===== config.mk =====
export PLATFORM = sky130hd
export DESIGN_NAME = pngu_ctrl
export DESIGN_NICKNAME = d
export VERILOG_FILES = /design/src/sv/pngu_pkg.sv /design/src/sv/pngu_ctrl.sv
export SDC_FILE = /design/constraint.sdc
export NUM_CORES = 1
export LEC_CHECK = 0
export ABC_AREA = 0
export BUFFER_PORTS_ARGS = -buffer_cell sky130_fd_sc_hd__buf_2
export CAP_MARGIN = 15
export CORE_ASPECT_RATIO = 1.4
export CORE_MARGIN = 2
export CORE_UTILIZATION = 35
export DETAILED_ROUTE_END_ITERATION = 8
export PLACE_DENSITY = 0.53
export SLEW_MARGIN = 20
export SYNTH_ARGS = -nofsm -noshare
export SYNTH_HDL_FRONTEND = slang
export SYNTH_SLANG_ARGS = --single-unit
export TNS_END_PERCENT = 30

===== constraint.sdc =====
create_clock -name clk -period 6.5 [get_ports clk]
set_input_delay 0.975 -clock clk [delete_from_list [all_inputs] [get_ports clk]]
set_output_delay 0.975 -clock clk [all_outputs]
set_load 0.1 [all_outputs]

===== src/sv/pngu_pkg.sv =====
// Shared constants and types for the PNG scanline unfilter unit.
package pngu_pkg;

  localparam int MAX_LINE_BYTES_DEF = 8192;
  localparam int PIX_MAX            = 8;
  localparam int SLOT_W             = 3;
  localparam int BPP_W              = 4;
  localparam int LEN_CFG_W          = 14;
  localparam int CFG_IDX_W          = 4;

  localparam logic [2:0] FILT_NONE  = 3'd0;
  localparam logic [2:0] FILT_SUB   = 3'd1;
  localparam logic [2:0] FILT_UP    = 3'd2;
  localparam logic [2:0] FILT_PAETH = 3'd4;
  localparam logic [2:0] FILT_BAD   = 3'd5;

  localparam logic [CFG_IDX_W-1:0] CFG_LINE_BYTES      = 4'd0;
  localparam logic [CFG_IDX_W-1:0] CFG_BYTES_PER_PIXEL = 4'd1;

  // One filtered byte on its way from the sequencing stage to reconstruction
  typedef struct packed {
    logic [7:0]        data;
    logic [SLOT_W-1:0] slot;
    logic              a_zero;
    logic              first_row;
    logic [2:0]        filt;
    logic              last;
  } pngu_item_t;

endpackage


===== src/sv/pngu_ctrl.sv =====
// Line sequencing: filter byte decode, column and slot tracking, item register.
module pngu_ctrl #(
  parameter int   MAX_LINE_BYTES = pngu_pkg::MAX_LINE_BYTES_DEF,
  localparam int  IDX_W = (MAX_LINE_BYTES > 1) ? $clog2(MAX_LINE_BYTES) : 1
) (
  input  logic                           clk,
  input  logic                           rst_n,
  input  logic [pngu_pkg::LEN_CFG_W-1:0] line_bytes,
  input  logic [pngu_pkg::BPP_W-1:0]     bytes_per_pixel,
  input  logic                           in_accept,
  input  logic [7:0]                     in_data,
  input  logic                           in_frame_start,
  input  logic                           s1_go,
  output logic                           s1_valid,
  output pngu_pkg::pngu_item_t           s1_item,
  output logic [IDX_W-1:0]               s1_idx,
  output logic                           rd_en,
  output logic [IDX_W-1:0]               rd_addr,
  output logic                           hist_clr
);

  logic                             expect_r, expect_nxt;
  logic                             first_row_r, first_row_nxt;
  logic [2:0]                       filt_r, filt_nxt;
  logic [IDX_W-1:0]                 idx_r, idx_nxt;
  logic [pngu_pkg::SLOT_W-1:0]      mod_r   [pngu_pkg::PIX_MAX];
  logic [pngu_pkg::SLOT_W-1:0]      mod_nxt [pngu_pkg::PIX_MAX];
  logic                             s1_valid_r, s1_valid_nxt;
  pngu_pkg::pngu_item_t             s1_item_r, s1_item_nxt;
  logic [IDX_W-1:0]                 s1_idx_r, s1_idx_nxt;

  logic [pngu_pkg::BPP_W-1:0]       bpp_eff;
  logic [pngu_pkg::BPP_W-1:0]       bpp_m1;
  logic [31:0]                      lb_ext;
  logic [IDX_W-1:0]                 len_m1;
  logic                             is_filter;
  logic                             is_last;
  logic                             a_zero;
  logic [2:0]                       filt_dec;

  always_comb begin
    if (bytes_per_pixel == '0) begin
      bpp_eff = pngu_pkg::BPP_W'(1);
    end else if (32'(bytes_per_pixel) > 32'(pngu_pkg::PIX_MAX)) begin
      bpp_eff = pngu_pkg::BPP_W'(pngu_pkg::PIX_MAX);
    end else begin
      bpp_eff = bytes_per_pixel;
    end
    bpp_m1 = bpp_eff - pngu_pkg::BPP_W'(1);

    lb_ext = 32'(line_bytes);
    if (lb_ext == 32'd0) begin
      len_m1 = '0;
    end else if (lb_ext > 32'(MAX_LINE_BYTES)) begin
      len_m1 = IDX_W'(MAX_LINE_BYTES - 1);
    end else begin
      len_m1 = IDX_W'(lb_ext - 32'd1);
    end
  end

  assign is_filter = expect_r | in_frame_start;
  assign is_last   = (idx_r >= len_m1);
  assign a_zero    = (32'(idx_r) < 32'(bpp_eff));

  always_comb begin
    unique case (in_data) inside
      pngu_pkg::FILT_NONE, pngu_pkg::FILT_SUB, pngu_pkg::FILT_UP,
      pngu_pkg::FILT_PAETH: filt_dec = in_data[2:0];
      default:              filt_dec = pngu_pkg::FILT_BAD;
    endcase
  end

  always_comb begin
    expect_nxt    = expect_r;
    first_row_nxt = first_row_r;
    filt_nxt      = filt_r;
    idx_nxt       = idx_r;
    mod_nxt       = mod_r;
    s1_valid_nxt  = s1_go ? 1'b0 : s1_valid_r;
    s1_item_nxt   = s1_item_r;
    s1_idx_nxt    = s1_idx_r;

    if (in_accept) begin
      if (is_filter) begin
        if (in_frame_start) begin
          first_row_nxt = 1'b1;
        end
        filt_nxt   = filt_dec;
        expect_nxt = 1'b0;
        idx_nxt    = '0;
        for (int k = 0; k < pngu_pkg::PIX_MAX; k++) begin
          mod_nxt[k] = '0;
        end
      end else begin
        s1_valid_nxt          = 1'b1;
        s1_item_nxt.data      = in_data;
        s1_item_nxt.slot      = mod_r[bpp_m1[pngu_pkg::SLOT_W-1:0]];
        s1_item_nxt.a_zero    = a_zero;
        s1_item_nxt.first_row = first_row_r;
        s1_item_nxt.filt      = filt_r;
        s1_item_nxt.last      = is_last;
        s1_idx_nxt            = idx_r;
        if (is_last) begin
          expect_nxt    = 1'b1;
          first_row_nxt = 1'b0;
        end else begin
          idx_nxt = idx_r + 1'b1;
          // position modulo k+1 kept for every pixel size at once
          for (int k = 0; k < pngu_pkg::PIX_MAX; k++) begin
            mod_nxt[k] = (mod_r[k] == pngu_pkg::SLOT_W'(k)) ? '0 : mod_r[k] + 1'b1;
          end
        end
      end
    end
  end

  always_ff @(posedge clk) begin
    if (!rst_n) begin
      expect_r    <= 1'b1;
      first_row_r <= 1'b1;
      filt_r      <= pngu_pkg::FILT_NONE;
      idx_r       <= '0;
      s1_valid_r  <= 1'b0;
      for (int k = 0; k < pngu_pkg::PIX_MAX; k++) begin
        mod_r[k] <= '0;
      end
    end else begin
      expect_r    <= expect_nxt;
      first_row_r <= first_row_nxt;
      filt_r      <= filt_nxt;
      idx_r       <= idx_nxt;
      s1_valid_r  <= s1_valid_nxt;
      mod_r       <= mod_nxt;
    end
  end

  always_ff @(posedge clk) begin
    s1_item_r <= s1_item_nxt;
    s1_idx_r  <= s1_idx_nxt;
  end

  assign s1_valid = s1_valid_r;
  assign s1_item  = s1_item_r;
  assign s1_idx   = s1_idx_r;
  assign rd_en    = in_accept & ~is_filter;
  assign rd_addr  = idx_r;
  assign hist_clr = in_accept & is_filter;

endmodule


# --- Yosys cells after proc, flatten, opt, wreduce, memory -nomap -nowiden ---
# Cells that the tools add are included.
totals:
  register_bits: 73
  inputBits: 31
  out_inout_bits: 46
  word_cells: 92
op_classes:
  n_addsub: 11
  n_lt_le_gt_ge: 5
  eq_ne: 12
  n_mux: 28
  n_bitwise: 5
  reduce_logical: 11
op_table:
  columns: ["cell", "count"]
  rows:
  - ["2-to-1 mux 13 bit", 4]
  - ["2-to-1 mux 24 bit", 2]
  - ["2-to-1 mux 3 bit", 11]
  - ["adder 3 x 1 -> 3 bit (second input constant)", 8]
  - ["greater-than comparator 14 bit (second input constant)", 1]
  - ["logical NOT 14 bit", 1]
  - ["adder 13 x 1 -> 13 bit (second input constant)", 1]
  - [">= comparator 13 bit", 1]
  - ["less-than comparator 13 x 4 -> 1 bit", 1]
  - ["subtractor 13 x 1 -> 13 bit (second input constant)", 1]
  - ["== test 3 bit (second input constant)", 4]
  - ["binary-select mux 3 bit (select 3 bit)", 1]
  - ["== test 8 x 1 -> 1 bit (second input constant)", 1]
  - ["== test 8 x 2 -> 1 bit (second input constant)", 1]
  - ["== test 8 x 3 -> 1 bit (second input constant)", 1]
  - ["logical NOT 8 bit", 1]
  - ["2-to-1 mux 1 bit", 8]
  - ["2-to-1 mux 4 bit", 2]
  - ["AND reduction 2 bit", 4]
  - ["== test 3 x 2 -> 1 bit (second input constant)", 2]
  - [">= comparator 4 bit (second input constant)", 1]
  - ["greater-than comparator 4 bit (second input constant)", 1]
  - ["logical NOT 4 bit", 1]
  - ["!= test 2 bit (second input constant)", 2]
  - ["10 further kinds", 11]

# --- Logic depth before layout (Yosys ltp) ---
logic_depth:
  ltp_word: 8
  depth_mapped: 17
  depth_no_buf: 16

# --- Least setup slack after synthesis ---
# OpenSTA, ideal clock, no wires.
synth_timing:
  path_type: "input-to-reg"
  start: "input port line_bytes[0] in the netlist's numbering"
  end: "register idx_r[4], in the netlist rd_addr[4]"
  setup_ns: 0.075
  arrival_time_ns: 4.393
  required_ns: 6.425
  slack_ns: 2.032
  path_stages: 17
  n_path_buf: 1
  cell_sequence: "inv_1 > ha_1 > or4b_2 > nor3_2 > nand2_1 > nor2_2 > nand2_1 > a21oi_1 > ha_1 > a21o_1 > a221o_1 > a221oi_2 > o21a_4 > inv_2 > buf_6 > a2111o_1 > o21ai_0"
synth_between:
  elab_chain_cells: 6
  word_cells_on_any_way: 8
  classes_between: "add/sub (1); order compare (2); eq/ne (1); mux (2); reduce/logical (2)"
synth_rtl:
  columns: ["element", "line_no", "source"]
  rows:
  - ["start: declaration", "pngu_ctrl.sv:8", "input logic [pngu_pkg::LEN_CFG_W-1:0] line_bytes,"]
  - ["subtractor 13 x 1 -> 13 bit / greater-than comparator 14 bit (equally long branches)", "pngu_ctrl.sv:57, pngu_ctrl.sv:54", null]
  - ["2-to-1 mux 13 bit", "pngu_ctrl.sv:54", "end else if (lb_ext > 32'(MAX_LINE_BYTES)) begin"]
  - ["2-to-1 mux 13 bit (*)", "pngu_ctrl.sv:52", "if (lb_ext == 32'd0) begin"]
  - [">= comparator 13 bit (*)", "pngu_ctrl.sv:62", "assign is_last = (idx_r >= len_m1);"]
  - ["!= test 2 bit (no source line) (*)", null, null]
  - ["AND reduction 2 bit (no source line) (*)", null, null]
  - ["end signal: assignment", "pngu_ctrl.sv:131", "idx_r <= idx_nxt;"]
  - ["end: declaration", "pngu_ctrl.sv:25", "logic [IDX_W-1:0] idx_r, idx_nxt;"]
# Mark *: on every way between the ends. The rest lies on a longest branch, timed or not.
# A chain may end at the register's enable or synchronous reset.

# --- Worst setup path in the final report ---
layout_timing:
  start: "input port line_bytes[0] in the netlist's numbering"
  end: "register mod_r[22] in the netlist's numbering"
layout_between:
  elab_chain_cells: 6
  word_cells_on_any_way: 8
  classes_between: "add/sub (1); order compare (2); eq/ne (1); mux (2); reduce/logical (2)"
layout_rtl:
  columns: ["element", "line_no", "source"]
  rows:
  - ["subtractor 13 x 1 -> 13 bit / greater-than comparator 14 bit (equally long branches)", "pngu_ctrl.sv:57, pngu_ctrl.sv:54", null]
  - ["2-to-1 mux 13 bit", "pngu_ctrl.sv:54", null]
  - ["2-to-1 mux 13 bit (*)", "pngu_ctrl.sv:52", null]
  - [">= comparator 13 bit (*)", "pngu_ctrl.sv:62", null]
  - ["!= test 2 bit (no source line) (*)", null, null]
  - ["AND reduction 2 bit (no source line) (*)", null, null]
  - ["end signal: assignment", "pngu_ctrl.sv:133", "mod_r <= mod_nxt;"]
  - ["end: declaration", "pngu_ctrl.sv:26", "logic [pngu_pkg::SLOT_W-1:0] mod_r [pngu_pkg::PIX_MAX];"]
# Marks and branches as above.

==> impl_results.md <==
* Vias per Instance at 5.25
* Crit-path max FO at 15
* Mapped Area at 0.00387 sq mm
* Synth Register Bits at 73
* Crit. path cell count at 16
* Switching Power at 0.259 mW
* Post-CTS Setup Repair Bufs at 0
* CTS Sinks at 73
* DR vias at 3,177
* Worst path cell trace: buf_2 -> inv_1 -> ha_1 -> or4b_2 -> nor3_2 -> nand2_1 -> nor2_2 -> nand2_1 -> a21oi_1 -> ha_1 -> a21o_1 -> a221o_1 -> a221oi_2 -> o21a_4 -> nand3_1 -> o32ai_1
* Initial antenna violation count at 0
* RePlAce Congestion at 0.814
* Clock Tree Root: clkbuf_16
* Rows at 45
* Number of flops mapped to enable cells by yosys at 30
* Reg-to-reg setup timing slack at 3.62 ns
* DP Wirelength at 6.82 mm
* Vias in the first global route at 3,115
* Nets at 516
* Status: finished clean
* Initial Util at 0.358
* Comb power frac at 0.086
* Yosys top cell by area: edfxtp_1
* Largest net degree at the start of global routing at 31
* Buf+Inv Stages, Crit Path at 2
* Mean routed wirelength per cell at 15.6 microns
* Area Growth Syn to Fin at 22.1%
* CTS tree: built
* Worst path slowest cell: or4b_2
* Final Util at 0.437
* Ports at 77
* Die W at 92.8 microns
* Switch share at 0.226
* Syn nets at 440
* Die area at 0.0119 sq mm
* Hold Crit Depth at 0
* Clock transition at path regs at 0.06 ns
* DRT Pass-1 Iters at 5
* Asr flop ratio synth at 0
* CP Capture Type: flip-flop
* Period minus WS final at 4.96 ns
* H-tree depth at 3
* Max Buffers Root-to-Sink at 2
* GRT Overall Usage at 0.165
* Clock power frac at 0.490
* P_leak at 2.00 nW
* Detail Route Antenna Nets at 0
* Worst slew pin tran at 0.749 ns
* Worst-Skew Late Latency at 0.34 ns
* Post-synth top area share at 0.233
* Critical path class: input port to flip-flop
* PortBufs at 76
* Final hold violation count at 0
* Distinct cells, synth at 58
* Syn Area/Cell at 10.1 sq um
* Commonest non-fill, non-tap cell in the layout: buf_2
* # setup viols final at 0
* Grt ovf at 0
* Area contributors post-synth: edfxtp_1 (23%), dfxtp_1 (22%), ha_1 (8.4%)
* CP max stage delay at 0.67 ns
* Hold Path Class: flip-flop to flip-flop
* Most frequent cells in the layout: buf_2 (76), dfxtp_1 (43), nand2_1 (37)
* Hold Buf Count CTS at 0
* Share of cells above drive strength 1 at 0.241
* DRT iter0 DRCs at 159
* Height of the die at 128 microns
* Int Power at 0.885 mW
* Worst endpoint data arrival time at 5.19 ns
* Max Cap Viol at 0
* Drt total wl at 9.43 mm
* Most used flip-flop cell after synthesis: dfxtp_1
* RSZ-0062 raised after global routing: false
* CP top delay family: simple AND/OR/NAND/NOR gates
* Max-slew headroom at 0.498
* Clk_skew at 0.00898 ns
* Part of the Yosys area used for sequential elements at 0.456
* Setup_tns at 0 ns
* Ant diodes at 0
* Core area at 0.0108 sq mm
* Highest clock rate at 0.202 GHz
* Power Density at 242 mW/mm^2
* Startpoint types: input port
* Fill count at 1,061
* Post-cts sizing count at 0
* YS warnings at 0
* Sequential share of power at 0.424
* DRC viols at 0
* Max VDD drop at 0.000107 V
* Global-route wire length before repair at 15.4 mm
* Fin. max-slew vios at 0
* Number of buffers created by CTS at 9
* Mapped Cells at 383
* R2r worst-path depth at 7
* Worst path required time at 6.74 ns
* Final period util at 0.763
path summary, 6_finish.rpt:
kind / start / endpoint
worst max-delay path: line_bytes[0] / mod_r[22]
worst min-delay path: filt_r[2] / s1_item[3]
worst max register to register: rd_addr[7] / mod_r[22]
worst min register to register: filt_r[2] / s1_item[3]
logic make-up (layout without fill, tap and decap cells):
group           Yosys count  count (layout)  share of synthesized area
buf+inv                  32             113                     0.0337
compound gates           87              87                      0.152
fa+ha+maj                28              28                     0.0893
flops                    73              73                      0.456
simple gates            138             138                      0.188
xor+xnor                 10              10                     0.0227
mux                      15              15                     0.0592
power by group through the flow:
stage	combinational, mW	clock [mW]	sequential, mW
after floorplan	0.0468	0	0.517
after global placement	0.0966	0	0.495
after detailed placement	0.0981	0	0.495
after CTS	0.0985	0.571	0.485
after global routing	0.107	0.595	0.486
final	0.0982	0.560	0.485
synthesized netlist by cell type (7+ instances only):
cell type / instances
a21oi_1: 28
clkbuf_1: 9
dfxtp_1: 43
edfxtp_1: 30
ha_1: 26
inv_1: 17
nand2_1: 37
nand2b_1: 10
nand3_1: 23
nor2_1: 16
nor2b_1: 9
o21ai_0: 15
o31ai_1: 7
xor2_1: 9
sequential cells by signal, summed over array words and instances (netlist names):
register and flops:
mod_r 24, filt_r 3, expect_r 1, rd_addr 13, first_row_r 1, s1_item 17
s1_idx 13, s1_valid 1
layout make-up:
type | count | area (sq um) | area share
sequential | 73 | 1760 | 0.373
clock inverter | 5 | 105 | 0.0223
timing repair buffer | 79 | 403 | 0.0853
inverter | 18 | 67.6 | 0.0143
tap | 141 | 176 | 0.0374
clock buffer | 11 | 233 | 0.0493
multi-input combinational | 278 | 1980 | 0.418
routing by layer:
metal,vias to the layer above,wire [microns],GRT usage
met3,12,448,0.0375
met1,1500,4120,0.205
met2,80,4690,0.279
met4,0,165,0.0649
met5,-,0,0
li1,1585,-,-
worst reg2reg max path, delay by kind of cell (launching register included):
family          cells  cell delay, ns
compound gates      4            1.36
fa+ha+maj           1            0.29
flops               1            0.51
simple gates        2            0.62
through the flow:
stage / setup slack, ns / total power [mW] / instances / cell area [sq um] / hold slack (ns)
after global placement: 1.41 / 0.592 / 588 / 4380 / 0.411
after detailed placement: 1.22 / 0.593 / 588 / 4380 / 0.413
final: 1.54 / 1.14 / 605 / 4720 / 0.430
after global routing: 1.25 / 1.19 / 605 / 4720 / 0.458
after floorplan: 2.03 / 0.563 / 383 / 3870 / 0.402
after CTS: 1.55 / 1.15 / 604 / 4710 / 0.428
No activity file was read; power rests on OpenSTA's default activity.
