### src/sv/pngu_pkg.sv
// Shared constants and types for the PNG scanline unfilter unit.
package pngu_pkg;

  localparam int MAX_LINE_BYTES_DEF = 8192;
  localparam int PIX_MAX            = 8;
  localparam int SLOT_W             = 3;
  localparam int BPP_W              = 4;
  localparam int LEN_CFG_W          = 14;
  localparam int CFG_IDX_W          = 4;

  localparam logic [2:0] FILT_NONE  = 3'd0;
  localparam logic [2:0] FILT_SUB   = 3'd1;
  localparam logic [2:0] FILT_UP    = 3'd2;
  localparam logic [2:0] FILT_PAETH = 3'd4;
  localparam logic [2:0] FILT_BAD   = 3'd5;

  localparam logic [CFG_IDX_W-1:0] CFG_LINE_BYTES      = 4'd0;
  localparam logic [CFG_IDX_W-1:0] CFG_BYTES_PER_PIXEL = 4'd1;

  // One filtered byte on its way from the sequencing stage to reconstruction
  typedef struct packed {
    logic [7:0]        data;
    logic [SLOT_W-1:0] slot;
    logic              a_zero;
    logic              first_row;
    logic [2:0]        filt;
    logic              last;
  } pngu_item_t;

endpackage

### src/sv/pngu_recon.sv
// Byte reconstruction: left/up-left history and the None, Sub, Up, Paeth datapath.
module pngu_recon (
  input  logic                 clk,
  input  logic                 rst_n,
  input  pngu_pkg::pngu_item_t s1_item,
  input  logic [7:0]           rd_data,
  input  logic                 s1_go,
  input  logic                 hist_clr,
  output logic [7:0]           res_byte,
  output logic                 res_bad
);

  logic [7:0]                  left_r [pngu_pkg::PIX_MAX];
  logic [7:0]                  upl_r  [pngu_pkg::PIX_MAX];
  logic [pngu_pkg::PIX_MAX-1:0] hv_r, hv_nxt;

  logic [7:0]        a, b, c, pred;
  logic              hist_ok;
  logic signed [9:0] sa, sb, sc, p, da, db, dc;
  logic signed [9:0] pa, pb, pc;

  assign hist_ok = hv_r[s1_item.slot] & ~s1_item.a_zero;
  assign a = hist_ok ? left_r[s1_item.slot] : 8'd0;
  assign b = s1_item.first_row ? 8'd0 : rd_data;
  assign c = (hist_ok && !s1_item.first_row) ? upl_r[s1_item.slot] : 8'd0;

  always_comb begin
    sa = signed'({2'b00, a});
    sb = signed'({2'b00, b});
    sc = signed'({2'b00, c});
    p  = sa + sb - sc;
    da = p - sa;
    db = p - sb;
    dc = p - sc;
    pa = (da < 0) ? -da : da;
    pb = (db < 0) ? -db : db;
    pc = (dc < 0) ? -dc : dc;
    if (pa <= pb && pa <= pc) begin
      pred = a;
    end else if (pb <= pc) begin
      pred = b;
    end else begin
      pred = c;
    end
  end

  always_comb begin
    res_bad = 1'b0;
    case (s1_item.filt)
      pngu_pkg::FILT_NONE:  res_byte = s1_item.data;
      pngu_pkg::FILT_SUB:   res_byte = s1_item.data + a;
      pngu_pkg::FILT_UP:    res_byte = s1_item.data + b;
      pngu_pkg::FILT_PAETH: res_byte = s1_item.data + pred;
      default: begin
        res_byte = 8'd0;
        res_bad  = 1'b1;
      end
    endcase
  end

  // line start clears after the previous line's last write
  always_comb begin
    hv_nxt = hv_r;
    if (s1_go) begin
      hv_nxt[s1_item.slot] = 1'b1;
    end
    if (hist_clr) begin
      hv_nxt = '0;
    end
  end

  always_ff @(posedge clk) begin
    if (!rst_n) begin
      hv_r <= '0;
    end else begin
      hv_r <= hv_nxt;
    end
  end

  always_ff @(posedge clk) begin
    if (s1_go) begin
      left_r[s1_item.slot] <= res_byte;
      upl_r[s1_item.slot]  <= b;
    end
  end

endmodule

### config.mk
export PLATFORM = sky130hd
export DESIGN_NAME = pngu_recon
export DESIGN_NICKNAME = d
export VERILOG_FILES = /design/src/sv/pngu_pkg.sv /design/src/sv/pngu_recon.sv
export SDC_FILE = /design/constraint.sdc
export NUM_CORES = 1
export LEC_CHECK = 0
export BUFFER_PORTS_ARGS = -buffer_cell sky130_fd_sc_hd__buf_2
export CORE_UTILIZATION = 60
export CTS_CLUSTER_DIAMETER = 80
export DETAILED_ROUTE_END_ITERATION = 16
export PLACE_DENSITY = 0.78
export SETUP_SLACK_MARGIN = 0.05
export SYNTH_ARGS = -nofsm -noshare
export SYNTH_HDL_FRONTEND = slang
export SYNTH_SLANG_ARGS = --single-unit
export TNS_END_PERCENT = 30
### constraint.sdc
create_clock -name clk -period 32.2 [get_ports clk]
set_input_delay 0 -clock clk [delete_from_list [all_inputs] [get_ports clk]]
set_output_delay 0 -clock clk [all_outputs]
set_load 0.005 [all_outputs]
Yosys cells after proc, flatten, opt, wreduce, memory -nomap -nowiden --
Memory sizes are Yosys's and may differ from the RTL's. Index checks and enable logic that the tools add are counted.
Operators by class: eq/ne operators 3, add/subtract/negate cells 11, bitwise logic cells 4, muxes and demuxes 16, reduce and logical (&&, ||, !) cells 7, magnitude comparators 8
Operators with widths (number):
- 2-to-1 mux 8 bit | 5
- one-hot mux 8 bit (4 select lines) | 1
- <= comparator 10 bit | 3
- less-than comparator 10 x 1 -> 1 bit, second input constant | 3
- 2-to-1 mux 10 bit | 3
- negation 10 bit | 3
- subtractor 10 x 9 -> 10 bit | 3
- adder 8 bit | 3
- subtractor 9 x 8 -> 10 bit | 1
- adder 8 x 8 -> 9 bit | 1
- bitwise OR 8 bit | 1
- 2-to-1 mux 1 bit | 5
- less-than comparator 3 x 4 -> 1 bit, second input constant | 1
- OR reduction 4 bit | 1
- binary-select mux 1 bit (select 3 bit) | 1
- demux 1 bit (select 3 bit) | 1
- == test 3 x 1 -> 1 bit, second input constant | 1
- == test 3 x 2 -> 1 bit, second input constant | 1
- == test 3 bit, second input constant | 1
- >= comparator 3 x 1 -> 1 bit, second input constant | 1
- logical AND 1 bit | 3
- zero test 3 bit | 1
- NOT 1 bit | 2
- OR reduction 2 bit | 1
- other kinds (2) | 2
Storage, ports and cells: bits in writable memories 128, output and inout port bits 9, memories kept 2, flip-flop bits (word level) 8
Memories:
- left_r | words 8, width 8, rd ports 1, clocked after Yosys merged registers in 0, wr ports 1, RTL line pngu_recon.sv:13 | logic [7:0] left_r [pngu_pkg::PIX_MAX];
- upl_r | words 8, width 8, rd ports 1, clocked after Yosys merged registers in 0, wr ports 1, RTL line pngu_recon.sv:14 | logic [7:0] upl_r [pngu_pkg::PIX_MAX];

Longest topological paths before layout --
Gate-level depths: netlist (run 1).
word-level depth 14, mapped depth 50, mapped depth without buffers 48

Least setup slack after synthesis (run 1) --
Ideal clock, no wire load.
kind input to register, start point in s1_item[6] in the netlist's numbering, end point mem left_r[0][7], data pin, buffers on the path 4, arrival 9.953 ns, stages 43, setup time 0.199 ns, slack 22.048 ns, required time 32.001 ns, path through clkbuf_1 > clkbuf_1 > buf_1 > mux4_2 > mux2_2 > nand2_1 > inv_1 > fa_1 > ha_1 > o21ai_0 > o21bai_1 > a21oi_1 > o21bai_1 > a21oi_1 > xnor2_1 > ha_1 > and3_1 > a211o_1 > (+7 left out) > o31ai_1 > o211ai_2 > a32oi_2 > and2_1 > clkbuf_1 > a21oi_1 > a21o_1 > ha_1 > a21o_1 > a21oi_1 > o21bai_1 > a21oi_1 > o21bai_1 > a21oi_1 > nand3b_1 > a211oi_1 > a2111o_1 > o21ai_2
Between the ends: word-level cells in the longest chain between the ends 14, elaborated cells between the ends (all ways) 31, classes of those cells add/sub: 10; order compare: 6; mux: 10; bitwise: 1; reduce/logical: 2; memory: 2
Ends and longest elaborated chain:
- from (decl) | RTL line pngu_recon.sv:5 | input pngu_pkg::pngu_item_t s1_item,
- binary-select mux 1 bit (select 3 bit) | RTL line pngu_recon.sv:22 | assign hist_ok = hv_r[s1_item.slot] & ~s1_item.a_zero;
- 2-to-1 mux 1 bit (implied by the code) | RTL line pngu_recon.sv:22
- bitwise AND 1 bit | RTL line pngu_recon.sv:22
- 2-to-1 mux 8 bit / logical AND 1 bit (equally long branches) | RTL line pngu_recon.sv:23, pngu_recon.sv:25
- adder 8 x 8 -> 9 bit / 2-to-1 mux 8 bit (equally long branches) | RTL line pngu_recon.sv:31, pngu_recon.sv:25
- subtractor 9 x 8 -> 10 bit | RTL line pngu_recon.sv:31 | p = sa + sb - sc;
- subtractor 10 x 9 -> 10 bit (on tied branches) | RTL line pngu_recon.sv:33, pngu_recon.sv:32, pngu_recon.sv:34
- negation 10 bit (tied with other cells) | RTL line pngu_recon.sv:36 | pb = (db < 0) ? -db : db;
- 2-to-1 mux 10 bit (on tied branches) | RTL line pngu_recon.sv:36, pngu_recon.sv:35, pngu_recon.sv:37
- <= comparator 10 bit (on tied branches) | RTL line pngu_recon.sv:40, pngu_recon.sv:38
- 2-to-1 mux 8 bit / logical AND 1 bit (equally long branches) | RTL line pngu_recon.sv:40, pngu_recon.sv:38
- 2-to-1 mux 8 bit | RTL line pngu_recon.sv:38 | if (pa <= pb && pa <= pc) begin
- adder 8 bit | RTL line pngu_recon.sv:53 | pngu_pkg::FILT_PAETH: res_byte = s1_item.data + pred;
- one-hot mux 8 bit (4 select lines) * | RTL line pngu_recon.sv:49 | case (s1_item.filt)
- via res_byte[7] | RTL line pngu_recon.sv:9 | output logic [7:0] res_byte,
- to (decl) | RTL line pngu_recon.sv:13
Mark *: on every way through the listed nets, which the timed path passes. The rest lies on a longest branch. The select of a mux whose other input is x is not followed.

Final worst setup path (run 1) --
start point reg hv_r[1] in the netlist's numbering, end point out res_byte[7]
Between the ends: word-level cells in the longest chain between the ends 14, elaborated cells between the ends (all ways) 29, classes of those cells add/sub: 10; order compare: 6; mux: 10; bitwise: 1; reduce/logical: 2
Ends and longest elaborated chain:
- from (decl) | RTL line pngu_recon.sv:15 | logic [pngu_pkg::PIX_MAX-1:0] hv_r, hv_nxt;
- from (signal assigned) | RTL line pngu_recon.sv:76 | hv_r <= hv_nxt;
- binary-select mux 1 bit (select 3 bit) * | RTL line pngu_recon.sv:22
- 2-to-1 mux 1 bit (implied by the code) * | RTL line pngu_recon.sv:22
- bitwise AND 1 bit * | RTL line pngu_recon.sv:22
- 2-to-1 mux 8 bit / logical AND 1 bit (equally long branches) | RTL line pngu_recon.sv:23, pngu_recon.sv:25
- adder 8 x 8 -> 9 bit / 2-to-1 mux 8 bit (equally long branches) | RTL line pngu_recon.sv:31, pngu_recon.sv:25
- subtractor 9 x 8 -> 10 bit | RTL line pngu_recon.sv:31
- subtractor 10 x 9 -> 10 bit (on tied branches) | RTL line pngu_recon.sv:33, pngu_recon.sv:32, pngu_recon.sv:34
- negation 10 bit (tied with other cells) | RTL line pngu_recon.sv:36
- 2-to-1 mux 10 bit (on tied branches) | RTL line pngu_recon.sv:36, pngu_recon.sv:35, pngu_recon.sv:37
- <= comparator 10 bit (on tied branches) | RTL line pngu_recon.sv:40, pngu_recon.sv:38
- 2-to-1 mux 8 bit / logical AND 1 bit (equally long branches) | RTL line pngu_recon.sv:40, pngu_recon.sv:38
- 2-to-1 mux 8 bit | RTL line pngu_recon.sv:38
- adder 8 bit | RTL line pngu_recon.sv:53
- one-hot mux 8 bit (4 select lines) * | RTL line pngu_recon.sv:49
- to (decl) | RTL line pngu_recon.sv:9
Mark *: on every way between the ends. The rest lies on a longest branch, timed or not. The select of a mux whose other input is x is not followed.

==> results.md, run 1 <==
- Slew Limit Fails: 0
- Buffer levels on the longest clock path: 2
- Vias in the first global route: 7027
- Worst-margin pin slew: 1220 ps
- Row count: 44
- Grt ovf: 0
- Synthesized Nets: 911
- Ant diodes: 0
- CP max-delay cell: a211oi_1
- DIE HEIGHT: 126 um
- DRC Markers: 0
- Syn Area/Cell: 11.4 um^2
- Top-area cell type share of the netlist area: 0.419
- First-pass DRT Iterations: 7
- Clock Skew: 11.8 ps
- Max IR drop VDD: 0.0000490 V
- CTS sink cnt: 136
- Hold WC Path Type: in2reg
- Placer Congestion: 0.935
- Crit path buf inv count: 4
- Area growth syn-to-layout: 11.1%
- Root Buffer: clkbuf_16
- Count leader, synth: edfxtp_1
- Delay-heaviest family, CP: compound AO/OA/AOI/OAI gates
- Yosys warns: 0
- Floorplan die width: 126 um
- DRT iter0 DRCs: 654
- Unrepaired setup endpoints after global routing: false
- Ys flop type: edfxtp_1
- Final TNS setup: 0 ps
- PortBufs: 36
- Leak: 0.00386 uW
- Cells after Synth: 804
- Final HPWL DP: 16900 um
- Post-CTS Resized: 0
- Async set-or-reset flop fraction in the synthesized netlist: 0
- HP Start: rst_n
- Layout Cells excl Fill: 1041
- First-pass GRT wire length: 37900 um
- Clock-pin slew on the worst setup and hold paths: 60 ps
- Routed Antenna Nets: 0
- CTS Hold Bufs: 0
- Fill cells: 1020
- CP Data Required Time: 32200 ps
- Number of setup buffers added after CTS: 0
- Slowest stage delay, CP: 630 ps
- Area leader, netlist: edfxtp_1
- Crit-path most repeated cell: a21oi_1
- Total placed cells including tap cells: 1009
- Fin crit share: 0.375
- Worst EP arrival: 12060 ps
- Core Area: 14800 um^2
- Initial Util: 0.622
- Most frequent cells after synthesis: edfxtp_1 (128), nor2_1 (86), ha_1 (66)
- FF-to-FF Start: hv_r[1]
- Final hold violation count: 0
- Skew-Pair Late Insertion Delay: 410 ps
- Minimum clock period: 12060 ps
- Crit Path Category: reg2out
- WL per Instance: 23.1 um
- Die area: 15800 um^2
- GRT Total Usage: 0.319
- Worst setup SP type: register
- Synthesized cell area: 9180 um^2
- CTS tree: built
- Share of cells above drive strength 1: 0.167
- Worst Setup SP: hv_r[1]
- Seq cells post-synth: 136
- Post-DR vias/cell: 6.71
- Library cells used by synthesis: 68
- Status: completed
- Detailed Route WL: 24000 um
- Nets: 951
- Total number of vias: 6990
- Max-cap violations: 0
- # IOs: 38
- Top cells by area, synth: edfxtp_1 (42%), ha_1 (9.0%), mux4_2 (8.3%), nor2_1 (3.5%), xnor2_1 (3.1%)
- Sequential area share after synthesis: 0.436
- CTS buffer count: 17
- Flop2flop setup slack: 20510 ps
- H-tree levels: 4
- Post-synth EDFFs: 128
- Max frequency: 82.9 MHz
- Initial antenna violation count: 0
- Largest net degree at the start of global routing: 40
- Max-slew headroom: 0.176
- Maximum fanout along the worst path: 13
- Final setup viols: 0
- Power Density: 82.5 nW/um^2
- Endpoint class of the critical path: primary output
[registers in the layout (all words and copies together) (netlist names)]
register / flops
hv_r: 8
upl_r: 64
left_r: 64
[stage by stage]
step	power (uW)	hold WS [ps]	cell area, um^2	worst slack, ps	util
floorplan	539	171	9180	22050	-
global placement	607	445	9580	21010	0.649
detailed placement	632	453	9580	20570	0.649
CTS	830	31.9	10200	20470	0.691
global route	896	53.5	10200	19450	0.691
finish	841	39.3	10200	20140	0.691
[worst reg2reg max path, delay by kind of cell, from the launching register on]
kind,cells,cell delay [ps]
fa+ha+maj,5,1830
flops,1,380
mux,2,480
xor+xnor,3,840
compound gates,23,5450
buf+inv,3,350
simple gates,11,2140
[area by class of cell]
cell class | instances | area, um^2 | share of cell area
clock buffer | 22 | 528 | 0.0518
clock inverter | 10 | 88.8 | 0.00871
inverter | 48 | 180 | 0.0177
multi-input combinational | 595 | 4910 | 0.482
sequential | 136 | 4000 | 0.393
tap | 184 | 230 | 0.0226
timing repair buffer | 46 | 255 | 0.0250
[logic make-up (layout without fill, tap and decap cells)]
kind of cell	after synthesis	count (layout)	synth area share
muxes	58	58	0.111
DFF	136	136	0.436
AOI/OAI and AO/OA	173	173	0.130
buffers and inverters	73	126	0.0301
adders and majority gates	79	79	0.117
and+or+nand+nor	231	231	0.123
xor gates and xnor gates	54	54	0.0531
[power by group]
part	switching, uW	leakage (uW)	internal, uW	total, uW
Clock	78.1	0.000304	119	197
Sequential	1.57	0.00119	205	206
Combinational	272	0.00237	166	438
Total	352	0.00386	489	841
[metal layers]
layer	share of wire	routed length, um	up-vias	global-route usage
met3	0.078	1870	90	0.0535
li1	-	-	3105	-
met2	0.49	11900	399	0.545
met5	0	0	-	0
met1	0.39	9350	3396	0.399
met4	0.038	916	0	0.144
[path summary, 6_finish.rpt]
kind / to / depth (start not counted)
hold reg to reg: hv_r[6] / 2
setup reg to reg: left_r[2][7] / 47
hold / removal: hv_r[6] / 3
setup / recovery: res_byte[7] / 48
[layout by cell type, fill, tap and decap left out, types with 8 or more instances in the layout]
master / count
a21oi_1: 42
buf_4: 10
nand2_1: 45
nand4_1: 8
o21ai_0: 31
mux2i_1: 13
clkbuf_16: 20
xor2_1: 19
inv_1: 48
nor2b_1: 9
o21bai_1: 8
fa_1: 12
mux4_2: 34
nand3_1: 17
xnor2_1: 33
mux2_2: 11
ha_1: 66
dfxtp_1: 8
nor2_1: 86
a211oi_1: 10
nand2b_1: 24
edfxtp_1: 128
buf_2: 36
a21o_1: 21
nor3_1: 10
o211ai_1: 12
(Power assumes the default switching activity.)
==> run 2: changes to the inputs <==
CORE_UTILIZATION = 57   (was 60)
PLACE_DENSITY = 0.77   (was 0.78)
clock period = 10.7 ns   (was 32.2 ns; I/O delays follow)
==> run 2 against run 1 <==
Clock power grew to 2.9 times the previous value; final cell count is 5.0% higher; critical endpoint unchanged; critical path depth is 6 lower; utilization is 3.3 points lower; flip-flop and latch count stayed put; hold slack worse by 24 ps; first-iteration DRC count is 8.4% higher; largest power group unchanged; via count is 0.24% higher.
==> results.md, run 2 (same netlist as run 1, synthesis figures left out) <==
- GR peak layer: met2
- Minimum clock period: 10120 ps
- Final std cell area, no fill: 10400 um^2 (+2.2%)
- Placer Congestion: 0.956 (+2.2%)
- Slowest stage delay, CP: 580 ps (-50 ps)
- Post-DR vias/cell: 6.41 (-4.5%)
- Dpl ws: 310 ps (-20260 ps)
- Root Buffer: clkbuf_16
- Final hold violation count: 0 (unchanged)
- Vias in the first global route: 6768 (-3.7%)
- Clock-pin slew on the worst setup and hold paths: 50 ps (about the same)
- Crit-path most repeated cell: a21oi_1
- First-pass DRT Iterations: 5 (-2)
- M2 GR Usage: 0.491 (-0.0538)
- Layout Cells excl Fill: 1093 (+5.0%)
- Max-slew headroom: 0.244 (+0.0680)
- Clock Skew: 9.53 ps (-2.29 ps)
- Reg2reg end: left_r[0][7]
- CTS tree: built
- # IOs: 38 (unchanged)
- First-pass GRT wire length: 36700 um (-3.2%)
- Hold Crit Depth: 3 (unchanged)
- CP Data Required Time: 10700 ps (-21500 ps)
- Final setup viols: 0 (unchanged)
- WL per Instance: 21.9 um (-5.0%)
- Grt ovf: 0 (unchanged)
- Die area: 16600 um^2 (+5.2%)
- CP max-delay cell: xnor2_1
- Util after Layout: 0.658 (-0.0328)
- R2R depth: 43 (-8.5%)
- Share of cells above drive strength 1: 0.194 (+0.0270)
- Max-cap violations: 0 (unchanged)
- Status: completed
- Leak: 0.00398 uW (+2.9%)
- Total number of vias: 7007 (+0.24%)
- GRT Total Usage: 0.303 (-0.0156)
- DP Area: 9740 um^2 (+1.7%)
- Skew-Pair Late Insertion Delay: 420 ps (about the same)
- Row count: 46 (+4.5%)
- Nets: 971 (+2.1%)
- CTS sink cnt: 136 (unchanged)
- Worst setup SP type: register
- H-tree levels: 4 (unchanged)
- Hold WC Path Type: in2reg
- DRC Markers: 0 (unchanged)
- Post-route setup slack: 580 ps (-19560 ps)
- DRT iter0 DRCs: 709 (+8.4%)
- Core Area: 15800 um^2 (+7.3%)
- Met3 Use GR: 0.0728 (+0.0192)
- Max frequency: 98.8 MHz
- Initial Util: 0.580 (-0.0422)
- Slew Limit Fails: 0 (unchanged)
- CTS buffer count: 17 (unchanged)
- Regs by FF count: left_r (64), upl_r (64), hv_r (8)
- Crit Path Category: reg2out
- PortBufs: 36 (unchanged)
- Commonest non-fill, non-tap cell in the layout: edfxtp_1
- Flop2flop setup slack: 730 ps (-19780 ps)
- Worst EP arrival: 10120 ps (-1940 ps)
- Initial antenna violation count: 0 (unchanged)
- HP Start: rst_n
- Power Density: 248 nW/um^2 (+200%)
- Worst hold margin: 14.9 ps (-24.4 ps)
- Total placed cells including tap cells: 1057 (+4.8%)
- Buffer levels on the longest clock path: 2 (unchanged)
- CTS Hold Bufs: 0 (unchanged)
- Ant diodes: 0 (unchanged)
- Area growth syn-to-layout: 13.5%
- Met1 Track Usage GR: 0.408 (+0.00899)
- Max IR drop VDD: 0.000165 V (+240%)
- Floorplan die width: 129 um (+2.6%)
- Final HPWL DP: 17500 um (+3.1%)
- DIE HEIGHT: 129 um (+2.6%)
- Fin crit share: 0.946
- Commonest cells after routing, fill and taps aside: edfxtp_1 (128), nor2_1 (84), ha_1 (66)
- Largest net degree at the start of global routing: 19 (-53%)
- Routed Antenna Nets: 0 (unchanged)
- Worst-margin pin slew: 1120 ps (-101 ps)
- Min-Delay Endpoint: hv_r[1]
- Endpoint class of the critical path: primary output
- FF-to-FF Start: hv_r[0]
- Maximum fanout along the worst path: 10 (-3)
- Detailed Route WL: 24000 um (-0.26%)
==> run 2: cell count changes in the layout (fill, tap and decap cells not counted), moves of 3 or more <==
cell,before,now
clkbuf_16,20,17
inv_6,4,0
bufinv_16,0,3
clkbuf_1,0,3
buf_4,10,29
clkinv_2,0,7
==> run 2: per-layer routing <==
metal	vias up	routed length [um]
met2	395	11700
met4	0	428
li1	3158	-
met5	-	0
met1	3402	9580
met3	52	2250
==> run 2: what timing repair did <==
item | CTS | global route
pin swaps | 0 | 4
endpoints found under the setup margin | 1 | 29
buffers inserted | 0 | 4
gates resized for setup | 4 | 13
hold endpoints to repair | 0 | 0
gates cloned | 0 | 0
==> run 2: worst max-delay path, delay by kind of cell (launching register included) <==
kind,cells,cell delay (ps)
adders and majority gates,5,1740
DFF,1,320
AOI/OAI and AO/OA,25,4240
xor gates and xnor gates,2,930
muxes,2,940
buffers and inverters,3,400
and+or+nand+nor,5,1130
==> run 2: power breakdown <==
part           switching, uW  leakage [uW]  internal, uW  total, uW
Sequential              4.31       0.00119           615        620
Clock                    205      0.000286           361        566
Combinational            837       0.00250           565       1400
Total                   1050       0.00398          1540       2590
==> run 2: layout make-up <==
cell class / count / area, um^2
clock inverter: 12 / 133
timing repair buffer: 66 / 410
fill: 1117 / 5410
sequential: 136 / 4000
multi-input combinational: 595 / 4990
clock buffer: 20 / 437
inverter: 48 / 180
tap: 216 / 270
==> run 2: metrics by stage <==
step                power, uW  setup TNS (ps)
floorplan                1620               0
global placement         1860               0
detailed placement       1930               0
CTS                      2510               0
global route             2760           -30.4
finish                   2590               0
==> run 2: worst max-delay path by stage <==
stage	start	to	slack (ps)	depth (start not counted)
after floorplan	s1_item[6]	left_r[0][7]	550	43
after global placement	s1_item[6]	left_r[0][7]	630	43
after detailed placement	s1_item[6]	left_r[5][7]	310	41
after CTS	hv_r[7]	res_byte[7]	60	46
after global routing	hv_r[5]	res_byte[7]	-30	45
final	hv_r[0]	res_byte[7]	580	42
==> run 3: changes to the inputs <==
CORE_UTILIZATION = 31   (was 57)
GPL_TIMING_DRIVEN = 0   (was default)
PLACE_DENSITY = default   (was 0.77)
==> run 3 against run 2 <==
Register-to-register slack better by 110 ps; combinational power is 4% lower; highest routed layer unchanged; fmax is 0.46% higher; sequential power hardly changed; first-iteration DRC count is 32% lower; design area is 3.5% higher; hold slack better by 32 ps; setup slack better by 47 ps; power is 2.0% lower; utilization is 29 points lower; global-route usage is 15 points lower.
==> results.md, run 3 (same netlist as run 1, synthesis figures left out) <==
- Status: completed
- WL per Instance: 18.0 um (-18%)
- Commonest non-fill, non-tap cell in the layout: edfxtp_1
- Die area: 30300 um^2 (+82%)
- Fill cells: 2802 (+150%)
- Critical path capture point: res_byte[7]
- Final HPWL DP: 17600 um (+0.77%)
- DP Area: 9990 um^2 (+2.6%)
- CTS Hold Bufs: 0 (unchanged)
- Slew Limit Fails: 0 (unchanged)
- Util after Layout: 0.373 (-0.286)
- Met1 Routed Length: 10800 um (+13%)
- Row count: 62 (+35%)
- Placer Congestion: 0.848 (-11%)
- Initial antenna violation count: 0 (unchanged)
- Worst EP arrival: 10070 ps (-50 ps)
- Dpl ws: -1500 ps (-1810 ps)
- Buffer levels on the longest clock path: 2 (unchanged)
- Skew-Pair Late Insertion Delay: 410 ps (about the same)
- Maximum fanout along the worst path: 10 (unchanged)
- CTS sink cnt: 136 (unchanged)
- R2R depth: 44 (+2.3%)
- Floorplan die width: 174 um (+35%)
- Total number of vias: 6499 (-7.2%)
- Max IR drop VDD: 0.000138 V (-16%)
- Slowest stage delay, CP: 510 ps (-70 ps)
- Reg2reg end: left_r[2][7]
- CTS buffer count: 17 (unchanged)
- Share of cells above drive strength 1: 0.200 (+0.00661)
- Layout Cells excl Fill: 1262 (+15%)
- Grt ovf: 0 (unchanged)
- Max-cap violations: 0 (unchanged)
- Worst setup SP type: register
- Total placed cells including tap cells: 1229 (+16%)
- Nets: 972 (+0.10%)
- Leak: 0.00396 uW (-0.40%)
- Initial Util: 0.317 (-0.263)
- Unrepaired setup endpoints after global routing: true
- Core Area: 28900 um^2 (+83%)
- Final std cell area, no fill: 10800 um^2 (+3.5%)
- Crit Path Category: reg2out
- DRT iter0 DRCs: 484 (-32%)
- CP Data Required Time: 10700 ps (about the same)
- Max-slew headroom: 0.231 (-0.0122)
- Ant diodes: 0 (unchanged)
- Detailed Route WL: 22700 um (-5.1%)
- GRT Total Usage: 0.153 (-0.150)
- Fin crit share: 0.941 (-0.00437)
- Hold WC Path Type: in2reg
- Final hold violation count: 0 (unchanged)
- Clock Skew: 7.49 ps (-2.04 ps)
- Post-DR vias/cell: 5.15 (-20%)
- Post-route setup slack: 626 ps (+46.7 ps)
- FF-to-FF Start: hv_r[6]
- WL met3: 868 um (-61%)
- DIE HEIGHT: 174 um (+35%)
- DR WL met2: 10800 um (-7.9%)
- Regs by FF count: left_r (64), upl_r (64), hv_r (8)
- Largest net degree at the start of global routing: 17 (-2)
- Power Density: 235 nW/um^2 (-5.4%)
- Root Buffer: clkbuf_16
- Commonest cells after routing, fill and taps aside: edfxtp_1 (128), nor2_1 (78), ha_1 (64)
- PortBufs: 31 (-14%)
- H-tree levels: 4 (unchanged)
- First-pass DRT Iterations: 5 (unchanged)
- Vias in the first global route: 6259 (-7.5%)
- Max frequency: 99.3 MHz (+0.46%)
- Worst Setup SP: hv_r[6]
- Minimum clock period: 10070 ps (-46.7 ps)
- Highest routed layer: met4
- Area growth syn-to-layout: 17.5%
- Final TNS setup: 0 ps (unchanged)
- CP max-delay cell: mux4_2
- Worst-margin pin slew: 1140 ps (+18.2 ps)
- First-pass GRT wire length: 35500 um (-3.2%)
- # IOs: 38 (unchanged)
- DRC Markers: 0 (unchanged)
- Final setup viols: 0 (unchanged)
- CTS tree: built
- Clock-pin slew on the worst setup and hold paths: 60 ps (about the same)
- Endpoint class of the critical path: primary output
- Routed Antenna Nets: 0 (unchanged)
- Flop2flop setup slack: 840 ps (+110 ps)
[run 3: cell types whose count changed in the layout (fill, tap and decap cells not counted), sizes merged]
cell,change
buf,-12
clkbuf,+16
clkinv,-3
clkinvlp,+1
dlymetal6s2s,-1
[run 3: worst min-delay path by stage]
stage / startpoint / slack, ps / to / depth (start not counted)
after floorplan: s1_item[1] / 170 / res_bad / 2
after CTS: rst_n / 50 / hv_r[0] / 4
after global placement: s1_item[1] / 410 / res_bad / 4
after global routing: rst_n / 60 / hv_r[6] / 4
after detailed placement: s1_item[1] / 420 / res_bad / 4
final: rst_n / 50 / hv_r[4] / 4
[run 3: what timing repair did]
action,4_1_cts,5_1_grt
buffers inserted,2,1
pin swaps,2,3
endpoints found under the setup margin,64,55
resized for setup,22,29
[run 3: layer usage]
metal  GRT usage  up-vias
met5           0        -
met1       0.212     3196
met4      0.0347        0
met3      0.0241       18
li1            -     3144
met2       0.251      141
[run 3: area by class of cell]
cell class                 count  area, um^2  area share
timing repair buffer          44         325      0.0302
inverter                      48         180      0.0167
tap                          384         480      0.0445
buffer                        23         105     0.00974
sequential                   136        4000       0.371
clock inverter                10         126      0.0117
clock buffer                  22         464      0.0430
multi-input combinational    595        5100       0.473
[run 3: critical path, delay by kind of cell, from the launching register on]
| family | cells | cell delay, ps |
|---|---|---|
| adder cells (fa/ha/maj) | 6 | 2090 |
| XOR/XNOR | 3 | 780 |
| AND/OR/NAND/NOR | 7 | 1010 |
| multiplexers | 1 | 510 |
| AO/OA/AOI/OAI | 25 | 4720 |
| buffers and inverters | 2 | 220 |
| flip-flops | 1 | 310 |
[run 3: power by group]
group          switching (uW)  internal, uW  total (uW)
clock network             202           376         577
registers                3.45           616         619
logic                     802           537        1340
[run 3: metrics by stage]
stage	power, uW	hold slack (ps)
global placement	1880	409
floorplan	1620	171
CTS	2500	49.4
detailed placement	1900	420
finish	2540	47.2
global route	2730	63.8
